==> config.mk <==
export PLATFORM = sky130hd
export DESIGN_NAME = number_to_digit_text_core_flat
export DESIGN_NICKNAME = d
export VERILOG_FILES = /design/src/hw/rtl/ntd_pkg.sv /design/src/hw/rtl/ntd_if.sv /design/src/hw/rtl/number_to_digit_text_core.sv /design/src/hw/rtl/ntd_fifo.sv /design/src/hw/rtl/ntd_front.sv /design/src/hw/rtl/ntd_back.sv /design/src/flat_wrapper.sv
export SDC_FILE = /design/constraint.sdc
export NUM_CORES = 1
export LEC_CHECK = 0
export ABC_CLOCK_PERIOD_IN_PS = 10500
export BUFFER_PORTS_ARGS = -buffer_cell sky130_fd_sc_hd__buf_2
export CAP_MARGIN = 20
export CORE_MARGIN = 2
export CORE_UTILIZATION = 66
export CTS_CLUSTER_DIAMETER = 80
export DETAILED_ROUTE_END_ITERATION = 16
export GPL_ROUTABILITY_DRIVEN = 0
export PLACE_DENSITY = 0.88
export SYNTH_ARGS = -nofsm -noshare
export SYNTH_HDL_FRONTEND = slang
export SYNTH_SLANG_ARGS = --single-unit
==> constraint.sdc <==
create_clock -name clk -period 10.5 [get_ports clk]
set_input_delay 1.05 -clock clk [delete_from_list [all_inputs] [get_ports clk]]
set_output_delay 1.05 -clock clk [all_outputs]
set_load 0.1 [all_outputs]
==> src/hw/rtl/ntd_pkg.sv <==
// ntd_pkg: shared types and constants of the number-to-digit-text formatter
// used by the channel interfaces, the front, the queue and the back end
package ntd_pkg;

  localparam int VALUE_W   = 32;
  localparam int CNT_W     = 6;
  localparam int LINE_W    = 4;
  localparam int COL_W     = 8;
  localparam int CHAR_W    = 7;

  localparam int NUM_BCD   = 10;
  localparam int BCD_W     = 4 * NUM_BCD;
  localparam int STEP_W    = $clog2(VALUE_W);

  // queue depth, a power of two
  localparam int QDEPTH    = 2;
  localparam int QAW       = $clog2(QDEPTH);

  localparam logic [CNT_W-1:0] MAX_DEC = CNT_W'(10);
  localparam logic [CNT_W-1:0] MAX_HEX = CNT_W'(8);
  localparam logic [CNT_W-1:0] MAX_BIN = CNT_W'(32);

  localparam logic [CHAR_W-1:0] CH_ZERO  = CHAR_W'(8'h30);
  localparam logic [CHAR_W-1:0] CH_ALPHA = CHAR_W'(8'h41);
  localparam logic [CHAR_W-1:0] CH_PLUS  = CHAR_W'(8'h2B);
  localparam logic [CHAR_W-1:0] CH_MINUS = CHAR_W'(8'h2D);

  typedef enum logic [1:0] {
    KIND_UDEC = 2'd0,
    KIND_SDEC = 2'd1,
    KIND_HEX  = 2'd2,
    KIND_BIN  = 2'd3
  } kind_t;

  typedef enum logic [1:0] {
    BK_IDLE,
    BK_CONV,
    BK_EMIT
  } bk_state_t;

  // classified item handed from front to back
  typedef struct packed {
    kind_t              kind;
    logic [VALUE_W-1:0] mag;
    logic [CNT_W-1:0]   cnt;
    logic               neg;
    logic [LINE_W-1:0]  line;
    logic [COL_W-1:0]   col;
  } desc_t;

  typedef struct packed {
    logic           full;
    logic           empty;
    logic [QAW:0]   count;
  } q_status_t;

  function automatic logic [CHAR_W-1:0] digit_char(input logic [3:0] d);
    logic [CHAR_W-1:0] c;
    if (d < 4'd10) begin
      c = CH_ZERO + CHAR_W'(d);
    end else begin
      c = CH_ALPHA + CHAR_W'(d - 4'd10);
    end
    return c;
  endfunction

endpackage

==> src/hw/rtl/ntd_if.sv <==
// ntd_in_if / ntd_out_if: valid-ready channels of the formatter
// depends on ntd_pkg for field widths and the kind type
interface ntd_in_if;
  logic                         valid;
  logic                         ready;
  ntd_pkg::kind_t               kind;
  logic [ntd_pkg::VALUE_W-1:0]  value;
  logic [ntd_pkg::CNT_W-1:0]    digit_count;
  logic [ntd_pkg::LINE_W-1:0]   line;
  logic [ntd_pkg::COL_W-1:0]    start_column;

  modport source (output valid, kind, value, digit_count, line, start_column,
                  input ready);
  modport sink   (input valid, kind, value, digit_count, line, start_column,
                  output ready);
endinterface

interface ntd_out_if;
  logic                         valid;
  logic                         ready;
  logic [ntd_pkg::CHAR_W-1:0]   char_code;
  logic [ntd_pkg::LINE_W-1:0]   line_out;
  logic [ntd_pkg::COL_W-1:0]    column;
  logic                         last;

  modport source (output valid, char_code, line_out, column, last,
                  input ready);
  modport sink   (input valid, char_code, line_out, column, last,
                  output ready);
endinterface

==> src/hw/rtl/number_to_digit_text_core.sv <==
// number_to_digit_text_core: binary to ascii decimal / hex / binary formatter
// depends on ntd_pkg, ntd_if, ntd_front, ntd_fifo and ntd_back
//
// in_ch carries one number per beat: kind, value, digit_count, line and
// start_column. out_ch carries one character per beat, most significant
// first, with line_out, column (start plus index, wrapping at 256) and last
// on the final character. Unsigned modes with a zero count produce no beat.
// The front takes an input beat whenever the two-entry queue has room, so
// it keeps accepting while the back end is busy or the receiver stalls.
// The back end pops one item at a time. Decimal items run a double-dabble
// conversion, one bit per cycle; hex and binary skip it. Characters then
// leave at one per cycle, while the receiver takes them, through a single
// output register. An item carries at most 32 characters in binary and 11
// in signed decimal. The back end pops the next item only once the last
// character of the current one has been emitted.
// A stalled receiver holds the output beat and freezes emission.
// rst_n is synchronous, active low; it empties the queue and the output.
module number_to_digit_text_core (
  input  logic       clk,
  input  logic       rst_n,
  ntd_in_if.sink     in_ch,
  ntd_out_if.source  out_ch
);
  import ntd_pkg::*;

  logic      q_push;
  logic      q_pop;
  desc_t     q_wdata;
  desc_t     q_rdata;
  q_status_t q_status;

  ntd_front u_front (
    .in_ch  (in_ch),
    .q_full (q_status.full),
    .push   (q_push),
    .desc   (q_wdata)
  );

  ntd_fifo u_fifo (
    .clk    (clk),
    .rst_n  (rst_n),
    .push   (q_push),
    .wdata  (q_wdata),
    .pop    (q_pop),
    .rdata  (q_rdata),
    .status (q_status)
  );

  ntd_back u_back (
    .clk     (clk),
    .rst_n   (rst_n),
    .desc    (q_rdata),
    .q_empty (q_status.empty),
    .pop     (q_pop),
    .out_ch  (out_ch)
  );

`ifndef NO_ASSERTIONS
  a_no_overflow: assert property (@(posedge clk) disable iff (!rst_n)
    q_push |-> !q_status.full)
    else $error("queue push while full");

  a_no_underflow: assert property (@(posedge clk) disable iff (!rst_n)
    q_pop |-> !q_status.empty)
    else $error("queue pop while empty");

  a_push_lands: assert property (@(posedge clk) disable iff (!rst_n)
    (q_push && !q_pop) |=> !q_status.empty)
    else $error("pushed item missing from queue");

  a_count_bound: assert property (@(posedge clk) disable iff (!rst_n)
    q_status.count <= (QAW+1)'(QDEPTH))
    else $error("queue count out of range");
`endif

endmodule

==> src/hw/rtl/ntd_fifo.sv <==
// ntd_fifo: short descriptor queue between front and back
// depends on ntd_pkg for desc_t, q_status_t and the depth
module ntd_fifo (
  input  logic               clk,
  input  logic               rst_n,
  input  logic               push,
  input  ntd_pkg::desc_t     wdata,
  input  logic               pop,
  output ntd_pkg::desc_t     rdata,
  output ntd_pkg::q_status_t status
);
  import ntd_pkg::*;

  desc_t          mem_r [QDEPTH];
  logic [QAW-1:0] wptr_r;
  logic [QAW-1:0] rptr_r;
  logic [QAW:0]   count_r;

  always_ff @(posedge clk) begin
    if (!rst_n) begin
      wptr_r  <= '0;
      rptr_r  <= '0;
      count_r <= '0;
    end else begin
      if (push) begin
        wptr_r <= wptr_r + 1'b1;
      end
      if (pop) begin
        rptr_r <= rptr_r + 1'b1;
      end
      if (push && !pop) begin
        count_r <= count_r + 1'b1;
      end else if (pop && !push) begin
        count_r <= count_r - 1'b1;
      end
    end
  end

  always_ff @(posedge clk) begin
    if (push) begin
      mem_r[wptr_r] <= wdata;
    end
  end

  assign rdata        = mem_r[rptr_r];
  assign status.full  = (count_r == (QAW+1)'(QDEPTH));
  assign status.empty = (count_r == '0);
  assign status.count = count_r;

endmodule

==> src/hw/rtl/ntd_front.sv <==
// ntd_front: accepts input beats, saturates the count, takes the magnitude
// depends on ntd_pkg and ntd_in_if; feeds ntd_fifo
module ntd_front (
  ntd_in_if.sink          in_ch,
  input  logic            q_full,
  output logic            push,
  output ntd_pkg::desc_t  desc
);
  import ntd_pkg::*;

  logic [CNT_W-1:0] maxd;
  logic [CNT_W-1:0] cnt_sat;
  logic             neg;

  always_comb begin
    case (in_ch.kind)
      KIND_HEX: maxd = MAX_HEX;
      KIND_BIN: maxd = MAX_BIN;
      default:  maxd = MAX_DEC;
    endcase
  end

  assign cnt_sat = (in_ch.digit_count > maxd) ? maxd : in_ch.digit_count;
  assign neg     = (in_ch.kind == KIND_SDEC) && in_ch.value[VALUE_W-1];

  assign in_ch.ready = !q_full;

  // unsigned modes with a zero count produce nothing and are dropped here
  assign push = in_ch.valid && !q_full &&
                ((in_ch.kind == KIND_SDEC) || (cnt_sat != '0));

  assign desc.kind = in_ch.kind;
  assign desc.mag  = neg ? (~in_ch.value + 1'b1) : in_ch.value;
  assign desc.cnt  = cnt_sat;
  assign desc.neg  = neg;
  assign desc.line = in_ch.line;
  assign desc.col  = in_ch.start_column;

endmodule

==> src/hw/rtl/ntd_back.sv <==
// ntd_back: converts one descriptor and emits its characters one per beat
// depends on ntd_pkg and ntd_out_if; reads from ntd_fifo
module ntd_back (
  input  logic               clk,
  input  logic               rst_n,
  input  ntd_pkg::desc_t     desc,
  input  logic               q_empty,
  output logic               pop,
  ntd_out_if.source          out_ch
);
  import ntd_pkg::*;

  bk_state_t          state_r, state_nxt;
  desc_t              cur_r;
  logic [VALUE_W-1:0] bin_r;
  logic [BCD_W-1:0]   bcd_r;
  logic [STEP_W-1:0]  step_r;
  logic [CNT_W-1:0]   rem_r;
  logic               sign_r;
  logic [COL_W-1:0]   col_r;

  logic               out_valid_r;
  logic [CHAR_W-1:0]  out_char_r;
  logic [LINE_W-1:0]  out_line_r;
  logic [COL_W-1:0]   out_col_r;
  logic               out_last_r;

  logic               slot_free;
  logic               emit;
  logic               emit_last;
  logic [CHAR_W-1:0]  emit_char;
  logic [CNT_W-1:0]   idx;
  logic [3:0]         dig;
  logic [BCD_W-1:0]   bcd_adj;
  logic               is_dec;

  assign slot_free = !out_valid_r || out_ch.ready;
  assign is_dec    = (desc.kind == KIND_UDEC) || (desc.kind == KIND_SDEC);
  assign idx       = rem_r - 1'b1;

  // add-3 on every bcd digit of five or more before the shift
  always_comb begin
    for (int i = 0; i < NUM_BCD; i++) begin
      if (bcd_r[4*i +: 4] >= 4'd5) begin
        bcd_adj[4*i +: 4] = bcd_r[4*i +: 4] + 4'd3;
      end else begin
        bcd_adj[4*i +: 4] = bcd_r[4*i +: 4];
      end
    end
  end

  always_comb begin
    case (cur_r.kind)
      KIND_HEX: dig = cur_r.mag[{idx[2:0], 2'b00} +: 4];
      KIND_BIN: dig = {3'b000, cur_r.mag[idx[STEP_W-1:0]]};
      default:  dig = bcd_r[{idx[3:0], 2'b00} +: 4];
    endcase
  end

  // outputs of the sequencer
  always_comb begin
    pop       = 1'b0;
    emit      = 1'b0;
    emit_char = digit_char(dig);
    emit_last = (rem_r == CNT_W'(1));
    case (state_r)
      BK_IDLE: begin
        pop = !q_empty;
      end
      BK_EMIT: begin
        emit = slot_free;
        if (sign_r) begin
          emit_char = cur_r.neg ? CH_MINUS : CH_PLUS;
          emit_last = (rem_r == '0);
        end
      end
      default: begin
        pop = 1'b0;
      end
    endcase
  end

  // next state
  always_comb begin
    state_nxt = state_r;
    case (state_r)
      BK_IDLE: begin
        if (!q_empty) begin
          state_nxt = is_dec ? BK_CONV : BK_EMIT;
        end
      end
      BK_CONV: begin
        if (step_r == STEP_W'(VALUE_W - 1)) begin
          state_nxt = BK_EMIT;
        end
      end
      BK_EMIT: begin
        if (emit && emit_last) begin
          state_nxt = BK_IDLE;
        end
      end
      default: state_nxt = BK_IDLE;
    endcase
  end

  always_ff @(posedge clk) begin
    if (!rst_n) begin
      state_r     <= BK_IDLE;
      out_valid_r <= 1'b0;
    end else begin
      state_r <= state_nxt;
      if (emit) begin
        out_valid_r <= 1'b1;
      end else if (out_ch.ready) begin
        out_valid_r <= 1'b0;
      end
    end
  end

  always_ff @(posedge clk) begin
    if (pop) begin
      cur_r  <= desc;
      bin_r  <= desc.mag;
      bcd_r  <= '0;
      step_r <= '0;
      rem_r  <= desc.cnt;
      sign_r <= (desc.kind == KIND_SDEC);
      col_r  <= desc.col;
    end
    if (state_r == BK_CONV) begin
      bcd_r  <= {bcd_adj[BCD_W-2:0], bin_r[VALUE_W-1]};
      bin_r  <= {bin_r[VALUE_W-2:0], 1'b0};
      step_r <= step_r + 1'b1;
    end
    if (emit) begin
      out_char_r <= emit_char;
      out_line_r <= cur_r.line;
      out_col_r  <= col_r;
      out_last_r <= emit_last;
      col_r      <= col_r + 1'b1;
      if (sign_r) begin
        sign_r <= 1'b0;
      end else begin
        rem_r <= rem_r - 1'b1;
      end
    end
  end

  assign out_ch.valid     = out_valid_r;
  assign out_ch.char_code = out_char_r;
  assign out_ch.line_out  = out_line_r;
  assign out_ch.column    = out_col_r;
  assign out_ch.last      = out_last_r;

endmodule

==> src/flat_wrapper.sv <==
// flat-port wrapper written by rule: the top's interface ports become plain ports
module number_to_digit_text_core_flat import ntd_pkg::*;
  (clk, rst_n, in_ch_valid, in_ch_kind, in_ch_value, in_ch_digit_count, in_ch_line, in_ch_start_column, in_ch_ready, out_ch_valid, out_ch_char_code, out_ch_line_out, out_ch_column, out_ch_last, out_ch_ready);
  ntd_in_if in_ch_i ();
  ntd_out_if out_ch_i ();
  input  logic clk;
  input  logic rst_n;
  input wire logic [$bits(in_ch_i.valid)-1:0] in_ch_valid;
  input wire logic [$bits(in_ch_i.kind)-1:0] in_ch_kind;
  input wire logic [$bits(in_ch_i.value)-1:0] in_ch_value;
  input wire logic [$bits(in_ch_i.digit_count)-1:0] in_ch_digit_count;
  input wire logic [$bits(in_ch_i.line)-1:0] in_ch_line;
  input wire logic [$bits(in_ch_i.start_column)-1:0] in_ch_start_column;
  output wire logic [$bits(in_ch_i.ready)-1:0] in_ch_ready;
  output wire logic [$bits(out_ch_i.valid)-1:0] out_ch_valid;
  output wire logic [$bits(out_ch_i.char_code)-1:0] out_ch_char_code;
  output wire logic [$bits(out_ch_i.line_out)-1:0] out_ch_line_out;
  output wire logic [$bits(out_ch_i.column)-1:0] out_ch_column;
  output wire logic [$bits(out_ch_i.last)-1:0] out_ch_last;
  input wire logic [$bits(out_ch_i.ready)-1:0] out_ch_ready;
  assign in_ch_i.valid = in_ch_valid;
  assign in_ch_i.kind = in_ch_kind;
  assign in_ch_i.value = in_ch_value;
  assign in_ch_i.digit_count = in_ch_digit_count;
  assign in_ch_i.line = in_ch_line;
  assign in_ch_i.start_column = in_ch_start_column;
  assign in_ch_ready = in_ch_i.ready;
  assign out_ch_valid = out_ch_i.valid;
  assign out_ch_char_code = out_ch_i.char_code;
  assign out_ch_line_out = out_ch_i.line_out;
  assign out_ch_column = out_ch_i.column;
  assign out_ch_last = out_ch_i.last;
  assign out_ch_i.ready = out_ch_ready;
  number_to_digit_text_core u_core (.clk(clk), .rst_n(rst_n), .in_ch(in_ch_i), .out_ch(out_ch_i));
endmodule
==> out/qor.txt <==
STATUS
------------------------------------------------------------------------------------------
Result of the run ...........................................................    completed

FINAL LAYOUT
------------------------------------------------------------------------------------------
Area added between synthesis and finish .....................................        10.7%
Layout filler cell count ....................................................         1084
Share of final-layout standard cells stronger than drive strength 1 .........        20.7%
Post-layout net count .......................................................         1081
Antenna diode count .........................................................            0

SYNTHESIS
------------------------------------------------------------------------------------------
Mean area per synthesized cell ..............................................     13.9 µm²
Synthesized net count .......................................................         1004
Share of synthesized cell area in full adder, half adder and majority cells .        3.36%
Area share of the largest cell type after synthesis .........................        59.0%
Parity-gate share of the synthesized area counting xor and xnor cells .......        4.55%
Number of instances in the synthesized netlist ..............................          914
Multiplexer share of the synthesized area ...................................        10.4%
Post-synth EDFFs ............................................................          249
Cell taking the most area after synthesis ................................... sky130_fd_sc_hd__edfxtp_1
Post-synthesis sequential area ratio ........................................        61.6%
Main combinational cell family by area after synthesis ...................... multiplexers
Leading cell types by count after synthesis ................................. sky130_fd_sc_hd__edfxtp_1 (249), sky130_fd_sc_hd__nor2_1 (79), sky130_fd_sc_hd__a21oi_1 (60)
Simple logic cell fraction of the synthesized area ..........................        8.71%
Top flip-flop cell by instance count after synthesis ........................ sky130_fd_sc_hd__edfxtp_1
Cells taking the most area after synthesis .................................. sky130_fd_sc_hd__edfxtp_1 (59%), sky130_fd_sc_hd__mux2_2 (4.1%), sky130_fd_sc_hd__ha_1 (3.4%)
Count leader, synth ......................................................... sky130_fd_sc_hd__edfxtp_1
Post-Syn Area ...............................................................    12700 µm²
Asr flop ratio synth ........................................................           0%
Synthesized-area fraction occupied by ao, oa, aoi and oai cells .............        8.34%
Count of warnings emitted by yosys ..........................................            0
Yosys reg bits ..............................................................          265
Netlist cell types ..........................................................           66

CLOCKING
------------------------------------------------------------------------------------------
Clock insertion delay at the later pin of the skew report ...................      0.53 ns
Total of cells resized after clock tree synthesis ...........................            0
Clk sink count ..............................................................          265
Number of setup buffers added after CTS .....................................            0
Hold buffer count at cts ....................................................            0
Clock Tree Root ............................................................. sky130_fd_sc_hd__clkbuf_16
H-tree lvl count ............................................................            1
TritonCTS clock tree ........................................................        built
Clock slew seen by the registers of the worst setup and hold paths ..........      0.06 ns
Max Root-Sink Buffers .......................................................            3
Num CTS Buffers .............................................................           26

SETUP PATH
------------------------------------------------------------------------------------------
Critical path cell sequence ................................................. inv_1 -> ha_1 -> buf_16 -> mux4_2 -> and3_1 -> o21ai_1 -> a21oi_1 -> a21oi_1 -> ha_1 -> inv_1 -> ha_1 -> nor2_1 -> nand2_1 -> o21ai_0 -> a22oi_1
Delay of the slowest critical-path stage ....................................      0.99 ns
Crit end category ...........................................................         flop
Critical Path AT ............................................................      4.47 ns
Start-to-end type of the worst setup path ...................................      reg2reg
Critical path startpoint category ...........................................         flop
Crit Path Max Fanout ........................................................           36
Slowest stage cell on the critical path ..................................... sky130_fd_sc_hd__dfxtp_2
CP required .................................................................     10.76 ns
Most used cell along the critical path ...................................... sky130_fd_sc_hd__ha_1

GRT
------------------------------------------------------------------------------------------
Largest net degree at the start of global routing ...........................           76
Remaining global-route overflow .............................................            0
Vias in the first global route ..............................................         7594
Total routing resource utilization after global routing .....................        24.3%
Global-route wire length before repair ......................................      38.7 mm
Initial antenna violation count .............................................            0

PWR
------------------------------------------------------------------------------------------
Maximum vdd drop ............................................................     0.183 mV
Areal power density over the cells ..........................................   348 nW/µm²
Leakage Power ...............................................................   0.00512 µW

DIE
------------------------------------------------------------------------------------------
Area of the core region .....................................................    18800 µm²
Die width ...................................................................       143 µm
# rows ......................................................................           50
Number of ports placed on the die boundary ..................................           78
Die outline height ..........................................................       143 µm
Starting Density ............................................................        67.5%
Die outline area ............................................................    20300 µm²

DETAILED ROUTING
------------------------------------------------------------------------------------------
Drc violations ..............................................................            0
Detailed-routing iteration count for the pre-antenna-repair pass ............            5
ANT nets after route ........................................................            0
Routed vias/inst ............................................................         6.21
DRC marker count from the first detailed-route iteration ....................          729
Average wire length per cell after detail routing ...........................      19.5 µm
Via Count ...................................................................         7730
Aggregate routed wire length ................................................      24.2 mm

STA
------------------------------------------------------------------------------------------
Fmax ........................................................................      238 MHz
Final-report max-slew violation count .......................................            0
Worst slew margin relative to its limit .....................................        33.1%
Final setup violation count .................................................            0
Final worst clock skew ......................................................   0.00965 ns
Share of the cycle needed by the critical path after routing ................        40.1%
Crit path time final ........................................................      4.21 ns
Tightest Pin Transition .....................................................      1.00 ns
Final number of hold-violating endpoints ....................................            0
RSZ-0062 raised after global routing ........................................           no
Final Hold Slack ............................................................     0.426 ns
Final TNS setup .............................................................         0 ns

RUN
------------------------------------------------------------------------------------------
Count of maximum capacitance violations .....................................            0

PLACED DESIGN
------------------------------------------------------------------------------------------
Total of buffers placed on input and output ports ...........................           77
Post-DP HPWL ................................................................      15.1 mm

MIN PATH
------------------------------------------------------------------------------------------
Worst hold path class .......................................................      reg2reg

## cell usage in the layout (no fill, tap or decap), types with 6 or more instances in the layout
master,count
sky130_fd_sc_hd__mux2_2,46
sky130_fd_sc_hd__nor2_1,79
sky130_fd_sc_hd__nand2_1,51
sky130_fd_sc_hd__clkbuf_16,26
sky130_fd_sc_hd__nand3_1,6
sky130_fd_sc_hd__buf_2,77
sky130_fd_sc_hd__and2_1,12
sky130_fd_sc_hd__o21ai_0,27
sky130_fd_sc_hd__mux4_1,11
sky130_fd_sc_hd__nor3_1,18
sky130_fd_sc_hd__ha_1,34
sky130_fd_sc_hd__a21oi_1,60
sky130_fd_sc_hd__a22o_1,31
sky130_fd_sc_hd__mux2i_1,20
sky130_fd_sc_hd__nand2b_1,18
sky130_fd_sc_hd__mux4_2,14
sky130_fd_sc_hd__o21ai_1,8
sky130_fd_sc_hd__xnor2_1,35
sky130_fd_sc_hd__edfxtp_1,249
sky130_fd_sc_hd__buf_4,7
sky130_fd_sc_hd__xor2_1,29
sky130_fd_sc_hd__dfxtp_1,14
sky130_fd_sc_hd__inv_1,35
## report_power, final
part | leakage (µW) | switching [µW] | internal (µW)
clock network | 0.000401 | 391 | 521
logic | 0.00221 | 1150 | 791
registers | 0.00250 | 307 | 1720
total | 0.00512 | 1850 | 3030
## registers in the layout, summed over array words and instances, names as in the netlist, named ones only
register,flops
u_core.u_fifo.mem_r,106
u_core.u_back.bcd_r,40
u_core.u_back.cur_r,39
u_core.u_back.bin_r,32
u_core.u_back.col_r,8
u_core.u_back.out_ch.column,8
u_core.u_back.out_ch.char_code,7
u_core.u_back.rem_r,6
u_core.u_back.step_r,5
u_core.u_back.out_ch.line_out,4
u_core.u_back.state_r,2
u_core.u_fifo.count_r,2
u_core.u_back.out_ch.last,1
u_core.u_back.out_ch.valid,1
u_core.u_back.sign_r,1
u_core.u_fifo.rptr_r,1
u_core.u_fifo.wptr_r,1
## per-layer routing
metal | vias up | global-route usage [%] | part of all wire, %
li1 | 3588 | - | -
met1 | 3807 | 32.6 | 42
met5 | - | 0 | 0
met4 | 0 | 8.23 | 2.5
met2 | 282 | 41.4 | 50
met3 | 53 | 3.16 | 5.9
## worst max-delay path, delay by kind of cell (launching register included)
| kind | cells | cell delay (ns) |
|---|---|---|
| flip-flops | 1 | 0.99 |
| adder cells (fa/ha/maj) | 3 | 0.98 |
| AO/OA/AOI/OAI | 5 | 0.67 |
| multiplexers | 1 | 0.50 |
| buffers and inverters | 3 | 0.40 |
| AND/OR/NAND/NOR | 3 | 0.38 |
## cell families (layout without fill, tap and decap cells)
family                     Yosys count  after routing
xor gates and xnor gates            65             65
DFF                                265            265
adders and majority gates           34             34
buffers and inverters               72            168
AOI/OAI and AO/OA                  161            161
and+or+nand+nor                    226            226
muxes                               91             91
## worst paths after layout
| kind | from | to | slack (ns) | cells past startpoint |
|---|---|---|---|---|
| worst max register to register | u_core.u_back.rem_r[0] | u_core.u_back.out_ch.char_code[3] | 6.29 | 15 |
| worst min register to register | u_core.u_back.cur_r[8] | u_core.u_back.out_ch.line_out[0] | 0.43 | 0 |
| worst max-delay path | u_core.u_back.rem_r[0] | u_core.u_back.out_ch.char_code[3] | 6.29 | 15 |
| worst min-delay path | u_core.u_back.cur_r[8] | u_core.u_back.out_ch.line_out[0] | 0.43 | 0 |
## final cells by class
class                           count  area [µm²]  share of cell area, %
Sequential cell                   265        7800                   55.6
Multi-Input combinational cell    577        4500                   32.1
Timing Repair Buffer               85         465                   3.32
Inverter                           36         135                  0.963
Clock buffer                       33         697                   4.97
Tap cell                          234         293                   2.09
Clock inverter                     14         139                  0.990
## per-stage QoR
stage | instance area [µm²] | worst slack (ns) | power, µW | std cells | util [%]
detailed placement | 13200 | 5.96 | 3890 | 1196 | 70.1
CTS | 14000 | 5.82 | 4850 | 1243 | 74.6
finish | 14000 | 6.29 | 4880 | 1244 | 74.7
global route | 14000 | 5.96 | 5160 | 1244 | 74.7
floorplan | 12700 | 5.33 | 3520 | 914 | -
global placement | 13200 | 6.09 | 3810 | 1196 | 70.1
Note: power is estimated with default switching activity, not from simulation.
